<file path="src/sv/ilid_pkg.sv">
package ilid_pkg;

  // Storage sizing
  localparam int CAPACITY    = 64;
  localparam int VALUE_WIDTH = 32;
  localparam int IDX_W       = $clog2(CAPACITY);
  localparam int CNT_W       = $clog2(CAPACITY + 1);

  // Field widths of the request and response
  localparam int OP_W   = 3;
  localparam int POS_W  = 16;
  localparam int DATA_W = 32;
  localparam int STAT_W = 2;
  localparam int LEN_W  = 7;

  // Operation codes
  localparam logic [OP_W-1:0] OP_READ   = 3'd0;
  localparam logic [OP_W-1:0] OP_FRONT  = 3'd1;
  localparam logic [OP_W-1:0] OP_BACK   = 3'd2;
  localparam logic [OP_W-1:0] OP_INSERT = 3'd3;
  localparam logic [OP_W-1:0] OP_DELETE = 3'd4;

  // Status codes
  localparam logic [STAT_W-1:0] ST_DONE  = 2'd0;
  localparam logic [STAT_W-1:0] ST_RANGE = 2'd1;
  localparam logic [STAT_W-1:0] ST_FULL  = 2'd2;

  typedef logic signed [VALUE_WIDTH-1:0] entry_t;

  typedef struct packed {
    logic [OP_W-1:0]          operation;
    logic signed [POS_W-1:0]  position;
    logic signed [DATA_W-1:0] item_value;
  } req_t;

  typedef struct packed {
    logic signed [DATA_W-1:0] read_value;
    logic [STAT_W-1:0]        status;
    logic [LEN_W-1:0]         length;
  } rsp_t;

  // Per-cycle command broadcast to every cell
  typedef struct packed {
    logic             ins;
    logic             del;
    logic [IDX_W-1:0] pos;
  } cell_ctrl_t;

endpackage

</file>
<file path="src/sv/ilid_cell.sv">
module ilid_cell (
  input  logic                clk,
  input  ilid_pkg::cell_ctrl_t ctrl,
  input  logic [ilid_pkg::IDX_W-1:0] index,
  input  ilid_pkg::entry_t    prev_value,
  input  ilid_pkg::entry_t    next_value,
  input  ilid_pkg::entry_t    new_value,
  output ilid_pkg::entry_t    value,
  output ilid_pkg::entry_t    read_bits
);

  logic hit;
  logic above;

  assign hit   = (index == ctrl.pos);
  assign above = (index > ctrl.pos);

  // Insert: load at the insert point, take from the lower neighbor above it.
  // Delete: take from the upper neighbor at and above the deleted slot.
  always_ff @(posedge clk) begin
    if (ctrl.ins) begin
      if (hit) begin
        value <= new_value;
      end else if (above) begin
        value <= prev_value;
      end
    end else if (ctrl.del) begin
      if (hit || above) begin
        value <= next_value;
      end
    end
  end

  // Drive the read bus only from the addressed cell
  assign read_bits = hit ? value : '0;

endmodule

</file>
<file path="config.mk">
export PLATFORM = sky130hd
export DESIGN_NAME = ilid_cell
export DESIGN_NICKNAME = d
export VERILOG_FILES = /design/src/sv/ilid_pkg.sv /design/src/sv/ilid_cell.sv
export SDC_FILE = /design/constraint.sdc
export NUM_CORES = 1
export LEC_CHECK = 0
export BUFFER_PORTS_ARGS = -buffer_cell sky130_fd_sc_hd__clkbuf_2
export CAP_MARGIN = 20
export CORE_ASPECT_RATIO = 0.7
export CORE_MARGIN = 2
export CORE_UTILIZATION = 40
export DETAILED_ROUTE_END_ITERATION = 8
export GPL_ROUTABILITY_DRIVEN = 0
export GPL_TIMING_DRIVEN = 0
export PLACE_DENSITY = 0.89
export SETUP_SLACK_MARGIN = 0.4
export SLEW_MARGIN = 10
export SYNTH_ARGS = -nofsm -noshare
export SYNTH_HDL_FRONTEND = slang
export SYNTH_SLANG_ARGS = --single-unit
</file>
<file path="constraint.sdc">
create_clock -name clk -period 3.9 [get_ports clk]
set_input_delay 0.39 -clock clk [delete_from_list [all_inputs] [get_ports clk]]
set_output_delay 0.39 -clock clk [all_outputs]
set_load 0.02 [all_outputs]
</file>
* After elaboration in Yosys (flattened, before gate mapping)
Cells that the tools add are included.
** Cells by class
- Equal/unequal tests :: 2
- Reduce and logical (&&, ||, !) cells :: 4
- $lt $le $gt $ge :: 1
- Mux-type cells :: 6
** Operator list (number)
- 32-bit two-way mux :: 6
- 6-bit equality test :: 1
- 6-bit > comparator :: 1
- 2-bit nonzero test :: 2
- 3-bit by 1-bit inequality test with 1-bit output, second input constant :: 1
- 3-bit AND reduction :: 1
- 1-bit logical OR :: 1
** Storage, ports and cells
- Word-level logic and storage cells :: 14
- Flip-flop bits (word level) :: 32
- Input bits :: 111
- Output and inout port bits :: 64

* Longest topological paths before layout
Gate-level depths: netlist (run 1).
- Depth after elaboration :: 5
- Mapped depth :: 7
- Mapped depth without buffers :: 5

* Least setup slack after synthesis (run 1)
No wires, ideal clock.
- Path type :: input to register
- From :: input ctrl[5] (netlist bit)
- To :: register value[0] (enable)
- Path buffers :: 1
- Path slack :: 495 ps
- Data required time :: 3460 ps
- Arrival :: 2964 ps
- Setup time :: 440 ps
- Stages on the path :: 6
- Cell sequence :: inv_1 > ha_1 > and4_1 > buf_6 > o21ai_0 > a41oi_1
** Between the ends
- Word-level cells in the longest chain between the ends :: 4
- Elaborated cells on any way between the ends :: 6
** Ends and longest elaborated chain
- start: declaration :: RTL line ilid_cell.sv:3 : input ilid_pkg::cell_ctrl_t ctrl,
- 6-bit > comparator / 6-bit equality test (equally long branches) :: RTL line ilid_cell.sv:16, ilid_cell.sv:15
- 1-bit logical OR :: RTL line ilid_cell.sv:28 : if (hit || above) begin
- 2-bit nonzero test (no line)
- 3-bit AND reduction (no line) *
- end signal: assignment :: RTL line ilid_cell.sv:23 : value <= new_value;
- end signal: assignment :: RTL line ilid_cell.sv:25 : value <= prev_value;
- end signal: assignment :: RTL line ilid_cell.sv:29 : value <= next_value;
- end: declaration :: RTL line ilid_cell.sv:8 : output ilid_pkg::entry_t value,
Every way passes the cells marked *; elsewhere a longest branch is shown, timed or not.
A chain may end at the register's enable or synchronous reset.

* Worst setup path after layout (run 1)
- From :: input ctrl[5] (netlist bit)
- To :: output read_bits[18]
** Between the ends
- Word-level cells in the longest chain between the ends :: 2
** Ends and longest elaborated chain
- 6-bit equality test :: RTL line ilid_cell.sv:15 : assign hit = (index == ctrl.pos);
- 32-bit two-way mux :: RTL line ilid_cell.sv:35 : assign read_bits = hit ? value : '0;
- end: declaration :: RTL line ilid_cell.sv:9 : output ilid_pkg::entry_t read_bits
No other way between the ends.

==> out/qor.log, run 1 <==
qor: run_status.run_status finished, final reports clean
qor: cts.ctsResizeCount 0
qor: critical_path.cp_max_fo 10
qor: synth.synthesis.area_per_instance 9.24 um^2
qor: floorplan.floorplan_die_height 66.8 um
qor: layout.postLayoutCoreUtil 0.630
qor: critical_path.timing.critical_path.mode_cell clkbuf_2
qor: layout.fraction_of_final_layout_cells_with_drive_strength_greater_than_1 0.469
qor: cts.post_cts_buffers 0
qor: placed_design.placement.io_buffers 173
qor: flow_run.maxCapViolations 0
qor: cts.clk_pin_slew_worst_paths 0.07 ns
qor: synth.synthCells 244
qor: sta.fin_crit 2.44 ns
qor: sta.unrepaired_setup_endpoints_after_global_routing false
qor: power.power.density 337 nW/um^2
qor: critical_path.crit_type input pin to output port
qor: cts.clock_sinks 32
qor: detailed_routing.initialDrtViolationCount 186
qor: layout.nets 542
qor: sta.timing.setup.tns 0 ns
qor: synth.post-synth-top-area-fraction 0.426
qor: detailed_routing.detail_route.first_pass.iterations 6
qor: synth.postSynth.asyncResetShare 0
qor: sta.timing_worst_slew_pin_value 0.654 ns
qor: global_route.groute.usage.overall 0.237
qor: power.irDropWorstVdd 0.131 mV
qor: synth.count_of_flip_flops_with_a_built_in_enable_after_synthesis 32
qor: synth.synth_fp_nets 361
qor: layout.biggest_registers_after_layout value x32
qor: critical_path.cp_endpoint read_bits[18]
qor: global_route.grt_first_pass_wirelength 11400 um
qor: critical_path.sort_of_element_at_the_end_of_the_critical_path output port
qor: sta.slew_headroom 0.563
qor: sta.slew_viol_final 0
qor: global_route.antenna_found_initial 0
qor: detailed_routing.ant_nets 0
qor: sta.max_freq 410 MHz
qor: floorplan.die_w 93.7 um
qor: floorplan.fp.dieArea 6260 um^2
qor: synth.synth_ff_type edfxtp_1
qor: synth.postSynthRegisterBits 32
qor: detailed_routing.residual_drc_count 0
qor: critical_path.worstSetupStartpoint ctrl[5]
qor: critical_path.critPathSlowestCell ha_1
qor: detailed_routing.finalWirelength 7610 um
qor: floorplan.core_region_area 5340 um^2
qor: layout.registers.top_by_ff_count value
qor: synth.synth.area.top_cells edfxtp_1, nand4_1, a31oi_1
qor: layout.antenna-diode-count 0
qor: critical_path.setup.worst_path.start_class input pin
qor: synth.syn_area 2250 um^2
qor: layout.flow.area_growth_from_synthesis 49.2%
qor: global_route.first_global_vias 2466
qor: synth.yosys_warnings 0
qor: placed_design.dp_hpwl 6050 um
qor: synth.cell_type_contributing_the_most_total_cell_area_after_synthesis edfxtp_1
qor: sta.period_share 0.625
qor: synth.synthTopCellsByCount nand4_1, nor2_1, a31oi_1, and2_1, edfxtp_1
qor: floorplan.io-pin-count 175
qor: global_route.grt.overflow.total 0
qor: hold_path.hp-class input pin to flip-flop
qor: layout.flip_flop_count_of_the_largest_register_after_layout 32
qor: power.p_leak 1.58 nW
qor: cts.cts_max_path_buffers 2
qor: power.totalPowerFinal 1.13 mW
qor: detailed_routing.detail_route.vias_per_cell 5.40
qor: floorplan.std_cell_rows 22
qor: floorplan.initial_core_utilization 0.422
qor: global_route.grt_max_degree 20
qor: critical_path.path_cells clkbuf_2, inv_1, ha_1, nand4_1, nor2_2, clkbuf_2, and2_1, clkbuf_2
qor: critical_path.arrival 2.05 ns
qor: synth.distinct_cell_type_count_of_the_synthesized_netlist 24
qor: cts.cts_buffers 5
qor: critical_path.worst_ep_required_time 3.51 ns
qor: sta.report.final.hold_viol_count 0
qor: detailed_routing.dr_total_vias 2691
qor: cts.ctsHtreeMaxLevel 2
qor: detailed_routing.routed_wire_length_per_instance 15.3 um
qor: cts.tritoncts done
qor: sta.finalHoldWorstSlack 0.461 ns
qor: critical_path.critPathMaxStageDelay 0.33 ns
qor: synth.yosysSeqAreaShare 0.426
qor: cts.cts_root_buffer clkbuf_8
qor: cts.cts-hold-fix-buffers 0
qor: sta.timing.final.setup_violations 0
[power breakdown]
group / switching, mW / internal [mW]
logic: 0.217 / 0.140
clock network: 0.119 / 0.186
registers: 0.0247 / 0.446
total: 0.360 / 0.772
[metrics by stage]
step / cell area, um^2 / std cells / setup WS, ns
after floorplan: 2250 / 244 / 0.495
final: 3360 / 498 / 1.46
after global placement: 3210 / 489 / -0.413
after CTS: 3360 / 498 / 1.49
after global routing: 3360 / 498 / 1.36
after detailed placement: 3260 / 490 / 1.38
[metal layers]
layer | GRT usage | vias to the layer above | wire length [um]
li1 | - | 1278 | -
met1 | 0.304 | 1220 | 3160
met2 | 0.420 | 183 | 3590
met3 | 0.0362 | 10 | 781
met4 | 0.0598 | 0 | 78
met5 | 0 | - | 0
[worst max-delay path, delay by kind of cell]
family,cells,cell delay [ns]
fa+ha+maj,1,0.33
buf+inv,4,0.53
simple gates,3,0.79
[placed cells by master (no fill, tap or decap)]
cell type and count:
clkbuf_1 10, a41oi_4 1, bufinv_16 1, nand3_1 2
buf_1 1, nand4_1 33, buf_2 1, o21ai_0 25
inv_1 6, a31oi_1 32, nor2_2 1, nor2b_1 1
and4_1 1, nor2_1 33, buf_12 3, clkbuf_2 177
clkbuf_8 8, and2_1 32, buf_16 1, buf_6 6
o21ai_1 8, edfxtp_1 32, a21o_1 1, ha_1 6
a21oi_1 1, clkinv_1 2, nand2_4 1
[logic make-up after synthesis]
group | after synthesis | synth area share
AND/OR/NAND/NOR | 104 | 0.254
AO/OA/AOI/OAI | 68 | 0.172
buffers and inverters | 34 | 0.114
flip-flops | 32 | 0.426
adder cells (fa/ha/maj) | 6 | 0.0333
[worst min-delay path by stage]
stage,start,endpoint,slack (ns),cells after the start
finish,next_value[28],value[28]$_DFFE_PP_,0.46,3
global route,next_value[11],value[11]$_DFFE_PP_,0.46,3
CTS,next_value[30],value[30]$_DFFE_PP_,0.45,3
detailed placement,next_value[7],value[7]$_DFFE_PP_,0.74,3
global placement,next_value[20],value[20]$_DFFE_PP_,0.74,3
floorplan,next_value[10],value[10]$_DFFE_PP_,0.64,2
[final cells by class]
class | count | area (um^2)
Clock buffer | 5 | 68.8
Fill cell | 452 | 1980
Clock inverter | 3 | 37.5
Tap cell | 72 | 90.1
Buffer | 28 | 235
Inverter | 6 | 22.5
Multi-Input combinational cell | 178 | 1050
Timing Repair Buffer | 174 | 893
Sequential cell | 32 | 961
No activity file was read; power rests on OpenSTA's default activity.
==> run 2, diff against run 1 <==
==> constraint.sdc (replaced) <==
create_clock -name clk -period 2.5 [get_ports clk]
set_input_delay 0.25 -clock clk [delete_from_list [all_inputs] [get_ports clk]]
set_output_delay 0.25 -clock clk [all_outputs]
set_load 0.02 [all_outputs]
==> run 2 against run 1 <==
Cell count did not move. Non-clock buffer count is the same. Count of clock-buffer cells in the layout grew 1. Largest power group unchanged. Utilization up 1.1 points. Setup slack got worse by 0.93 ns. Worst hold slack lost 0.14 ns. Combinational power increased by 56%.
==> out/qor.log, run 2 (same netlist as run 1, synthesis figures left out) <==
qor: run_status.run_status finished, final reports clean
qor: floorplan.core_region_area 5340 um^2
qor: power.irDropWorstVdd 0.259 mV
qor: global_route.grt_max_degree 17
qor: floorplan.die_w 93.7 um
qor: placed_design.place_inst 489
qor: sta.timing.final.setup_violations 0
qor: critical_path.critPathMaxStageDelay 0.26 ns
qor: critical_path.setup.worst_path.start_class input pin
qor: detailed_routing.detail_route.first_pass.iterations 4
qor: layout.flip_flop_count_of_the_largest_register_after_layout 32
qor: sta.unrepaired_setup_endpoints_after_global_routing false
qor: layout.fraction_of_final_layout_cells_with_drive_strength_greater_than_1 0.493
qor: detailed_routing.routed_wire_length_per_instance 14.9 um
qor: power.power.density 483 nW/um^2
qor: global_route.grt_first_pass_wirelength 11000 um
qor: cts.cts_root_buffer clkbuf_8
qor: cts.cts_buffers 5
qor: global_route.grt.overflow.total 0
qor: sta.finalHoldWorstSlack 0.324 ns
qor: power.p_leak 1.56 nW
qor: sta.slew_viol_final 0
qor: floorplan.initial_core_utilization 0.422
qor: layout.antenna-diode-count 0
qor: critical_path.sort_of_element_at_the_end_of_the_critical_path output port
qor: cts.tritoncts done
qor: cts.clock_sinks 32
qor: cts.cts_max_path_buffers 2
qor: global_route.antenna_found_initial 0
qor: global_route.groute.usage.overall 0.234
qor: critical_path.timing.critical_path.mode_cell clkbuf_2
qor: placed_design.dp_hpwl 5870 um
qor: layout.registers.top_by_ff_count value
qor: layout.biggest_registers_after_layout value x32
qor: critical_path.crit_type input pin to output port
qor: detailed_routing.dr_total_vias 2581
qor: sta.fin_crit 1.97 ns
qor: cts.clk_pin_slew_worst_paths 0.06 ns
qor: detailed_routing.initialDrtViolationCount 108
qor: layout.post_layout_nonfiller_instances 498
qor: cts.ctsHtreeMaxLevel 2
qor: sta.report.final.hold_viol_count 0
qor: detailed_routing.detail_route.vias_per_cell 5.18
qor: critical_path.critPathSlowestCell ha_4
qor: placed_design.placement.io_buffers 173
qor: layout.nets 543
qor: detailed_routing.finalWirelength 7430 um
qor: critical_path.cp_max_fo 10
qor: floorplan.floorplan_die_height 66.8 um
qor: sta.max_freq 508 MHz
qor: layout.flow.area_growth_from_synthesis 51.7%
qor: detailed_routing.residual_drc_count 0
qor: power.totalPowerFinal 1.65 mW
qor: sta.timing.setup.tns 0 ns
qor: critical_path.arrival 1.72 ns
qor: sta.slew_headroom 0.562
qor: layout.commonest_non_fill_non_tap_cell_in_the_layout clkbuf_2
qor: critical_path.path_cells clkbuf_2, inv_8, ha_4, nand4_1, nor2_4, clkbuf_2, and2_1, clkbuf_2
qor: floorplan.fp.dieArea 6260 um^2
qor: layout.final_cell_mix clkbuf_2, nand4_1, nor2_1
qor: hold_path.hp-class input pin to flip-flop
qor: critical_path.worst_ep_required_time 2.25 ns
qor: flow_run.maxCapViolations 0
qor: layout.finalInstanceArea 3420 um^2
qor: floorplan.io-pin-count 175
qor: sta.timing_worst_slew_pin_value 0.655 ns
qor: global_route.first_global_vias 2316
qor: placed_design.postPlaceCellArea 3300 um^2
qor: floorplan.std_cell_rows 22
qor: sta.period_share 0.787
qor: detailed_routing.ant_nets 0
-- run 2: cell types whose count changed in the layout (fill, tap and decap cells not counted), moves of 2 or more --
cell,before,now
ha_4,0,4
inv_2,0,2
ha_1,6,2
clkinv_1,2,0
inv_1,6,2
-- run 2: metal layers --
layer / wire [um] / vias to the layer above / global-route usage
met4: 72 / 0 / 0.0562
li1: - / 1280 / -
met3: 628 / 8 / 0.0645
met2: 3620 / 133 / 0.406
met5: 0 / - / 0
met1: 3110 / 1160 / 0.291
-- run 2: critical path: cells and delay by family --
family                   cells  cell delay [ns]
adder cells (fa/ha/maj)      1             0.26
buffers and inverters        4             0.57
AND/OR/NAND/NOR              3             0.63
-- run 2: final timing paths --
path	from	end	slack, ns	cells after the start
max	ctrl[4]	read_bits[16]	0.53	8
min	next_value[19]	value[19]$_DFFE_PP_	0.32	3
-- run 2: layout make-up --
type,count,area [um^2]
fillers,476,1920
multi-input cells,179,1150
clock buffers,6,72.6
clock inverters,1,5.00
plain buffers,28,235
flip-flops and latches,32,961
inverters,6,32.5
repair buffers,174,873
well taps,72,90.1
-- run 2: where the power goes --
group          leakage [nW]  total, mW  switching (mW)  internal [mW]
registers             0.308      0.733          0.0367          0.696
clock network        0.0410      0.359           0.171          0.189
logic                  1.21      0.558           0.339          0.219
-- run 2: what timing repair did --
| action | 4_1_cts | 5_1_grt |
|---|---|---|
| endpoints found under the setup margin | 56 | 32 |
| pin swaps | 2 | 0 |
| hold buffers | 0 | 0 |
| setup buffers | 1 | 0 |
| gates resized for setup | 2 | 1 |
| gates cloned | 1 | 0 |
-- run 2: through the flow --
step / utilization / setup WS (ns)
3_5_place_dp: 0.618 / -0.123
5_1_grt: 0.640 / 0.402
2_1_floorplan: - / 0.346
6_report: 0.640 / 0.532
3_3_place_gp: 0.618 / -0.0979
4_1_cts: 0.640 / 0.420
==> run 3, diff against run 2 <==
==> constraint.sdc (replaced) <==
create_clock -name clk -period 1.9 [get_ports clk]
set_input_delay 0.19 -clock clk [delete_from_list [all_inputs] [get_ports clk]]
set_output_delay 0.19 -clock clk [all_outputs]
set_load 0.02 [all_outputs]
==> run 3 against run 2 <==
First-iteration DRC count is 10% higher. Sequential power up 34%. Die area unchanged. Cell count increased by 4.6%. Setup slack got worse by 0.25 ns. Count of clock-buffer cells in the layout stayed put. Routed wire length up 22%. Worst hold slack got worse by 0.060 ns. Power increased by 43%. Utilization grew 16 points. Largest power group unchanged.
==> out/qor.log, run 3 (same netlist as run 1, synthesis figures left out) <==
qor: sta.timing.final.setup_violations 0
qor: cts.cts_root_buffer clkbuf_8
qor: critical_path.setup.worst_path.start_class input pin
qor: flow_run.maxCapViolations 0
qor: sta.fin_crit 1.62 ns
qor: global_route.grt_first_pass_wirelength 13400 um
qor: floorplan.floorplan_die_height 66.8 um
qor: critical_path.worst-path-buf-inv 5
qor: critical_path.cp_max_fo 5
qor: critical_path.critPathMaxStageDelay 0.26 ns
qor: power.irDropWorstVdd 0.359 mV
qor: layout.post_layout_nonfiller_instances 521
qor: sta.timing_worst_slew_pin_value 0.518 ns
qor: critical_path.worst_ep_required_time 1.71 ns
qor: layout.registers.top_by_ff_count value
qor: detailed_routing.dr_total_vias 2858
qor: power.p_leak 1.87 nW
qor: layout.biggest_registers_after_layout value x32
qor: critical_path.arrival 1.43 ns
qor: placed_design.place_inst 489
qor: power.clockPowerShare 0.204
qor: cts.cts-hold-fix-buffers 0
qor: global_route.groute.usage.overall 0.285
qor: layout.nets 566
qor: sta.period_share 0.853
qor: critical_path.critPathSlowestCell ha_4
qor: floorplan.std_cell_rows 22
qor: floorplan.io-pin-count 175
qor: floorplan.fp.dieArea 6260 um^2
qor: cts.clock_sinks 32
qor: detailed_routing.residual_drc_count 0
qor: layout.flip_flop_count_of_the_largest_register_after_layout 32
qor: global_route.grt.overflow.total 0
qor: detailed_routing.ant_nets 0
qor: critical_path.timing.critical_path.mode_cell buf_6
qor: sta.max_freq 617 MHz
qor: hold_path.worst_hold_path.num_cells 3
qor: detailed_routing.routed_wire_length_per_instance 17.5 um
qor: floorplan.initial_core_utilization 0.422
qor: detailed_routing.finalWirelength 9090 um
qor: global_route.grt_max_degree 17
qor: critical_path.cp_endpoint read_bits[27]
qor: hold_path.hp-class input pin to flip-flop
qor: detailed_routing.detail_route.vias_per_cell 5.49
qor: critical_path.crit_type input pin to output port
qor: run_status.run_status finished, final reports clean
qor: layout.flow.area_growth_from_synthesis 88.7%
qor: placed_design.placement.io_buffers 173
qor: power.power_switching 796 uW
qor: critical_path.worstSetupStartpoint index[2]
qor: layout.fraction_of_final_layout_cells_with_drive_strength_greater_than_1 0.604
qor: global_route.first_global_vias 2723
qor: power.power_frac_comb 0.380
qor: sta.report.final.hold_viol_count 0
qor: cts.tritoncts done
qor: sta.slew_headroom 0.655
qor: global_route.antenna_found_initial 0
qor: critical_path.sort_of_element_at_the_end_of_the_critical_path output port
qor: layout.commonest_non_fill_non_tap_cell_in_the_layout clkbuf_2
qor: critical_path.critPathTopFamily buffers and inverters
qor: sta.slew_viol_final 0
qor: layout.antenna-diode-count 0
qor: power.power.density 556 nW/um^2
qor: power.switching_share 0.337
qor: floorplan.core_region_area 5340 um^2
qor: placed_design.postPlaceCellArea 3300 um^2
qor: power.power_frac_seq 0.416
qor: cts.ctsHtreeMaxLevel 2
qor: cts.clk_pin_slew_worst_paths 0.06 ns
qor: floorplan.die_w 93.7 um
qor: layout.finalInstanceArea 4250 um^2
qor: sta.unrepaired_setup_endpoints_after_global_routing true
qor: detailed_routing.initialDrtViolationCount 119
qor: cts.cts_buffers 5
qor: layout.final_cell_mix clkbuf_2, buf_8, nand4_1, nor2_1
qor: detailed_routing.detail_route.first_pass.iterations 5
qor: critical_path.path_cells buf_6, ha_4, nand4_1, buf_6, nor2_4, buf_6, buf_8, and2_4, buf_8
qor: cts.cts_max_path_buffers 2
qor: power.internal-power 1.57 mW
qor: critical_path.worst-path-stages 9
qor: placed_design.dp_hpwl 5870 um
## run 3: layer usage
metal,share of wire,global-route usage,routed length (um)
met1,0.38,0.336,3490
met2,0.51,0.531,4670
met3,0.092,0.0679,840
met4,0.011,0.0580,97
met5,0,0,0
## run 3: worst min-delay path by stage
stage,start,endpoint,slack [ns]
after global placement,next_value[11],value[11]$_DFFE_PP_,0.54
after global routing,next_value[20],value[20]$_DFFE_PP_,0.25
after CTS,next_value[20],value[20]$_DFFE_PP_,0.26
final,next_value[19],value[19]$_DFFE_PP_,0.26
after floorplan,next_value[10],value[10]$_DFFE_PP_,0.44
after detailed placement,next_value[14],value[14]$_DFFE_PP_,0.55
## run 3: power groups by stage
stage	clock [mW]	sequential (mW)	combinational [mW]
finish	0.483	0.984	0.898
global route	0.516	0.995	0.957
CTS	0.476	0.974	0.848
floorplan	0	1.11	0.286
global placement	0	0.975	0.707
detailed placement	0	0.982	0.720
## run 3: final cells by class
| type | instances | area [um^2] |
|---|---|---|
| repair buffers | 197 | 1550 |
| multi-input cells | 179 | 1260 |
| plain buffers | 28 | 284 |
| clock buffers | 6 | 72.6 |
| fillers | 354 | 1090 |
| well taps | 72 | 90.1 |
| flip-flops and latches | 32 | 961 |
| inverters | 6 | 35.0 |
| clock inverters | 1 | 5.00 |
## run 3: through the flow
stage / hold WS [ns] / setup slack (ns) / power (mW) / setup TNS (ns) / utilization
5_1_grt: 0.254 / 0.237 / 2.47 / 0 / 0.796
6_report: 0.264 / 0.280 / 2.36 / 0 / 0.796
3_3_place_gp: 0.539 / -0.638 / 1.68 / -22.69 / 0.618
2_1_floorplan: 0.439 / -0.194 / 1.40 / -6.21 / -
4_1_cts: 0.256 / 0.257 / 2.30 / 0 / 0.766
3_5_place_dp: 0.548 / -0.663 / 1.70 / -24.34 / 0.618
## run 3: repair_timing
item / CTS / global route
buffers inserted: 18 / 0
hold endpoints to repair: 0 / 0
cloned: 6 / 1
gates resized for setup: 120 / 80
pin swaps: 50 / 25
setup endpoints to repair: 87 / 94
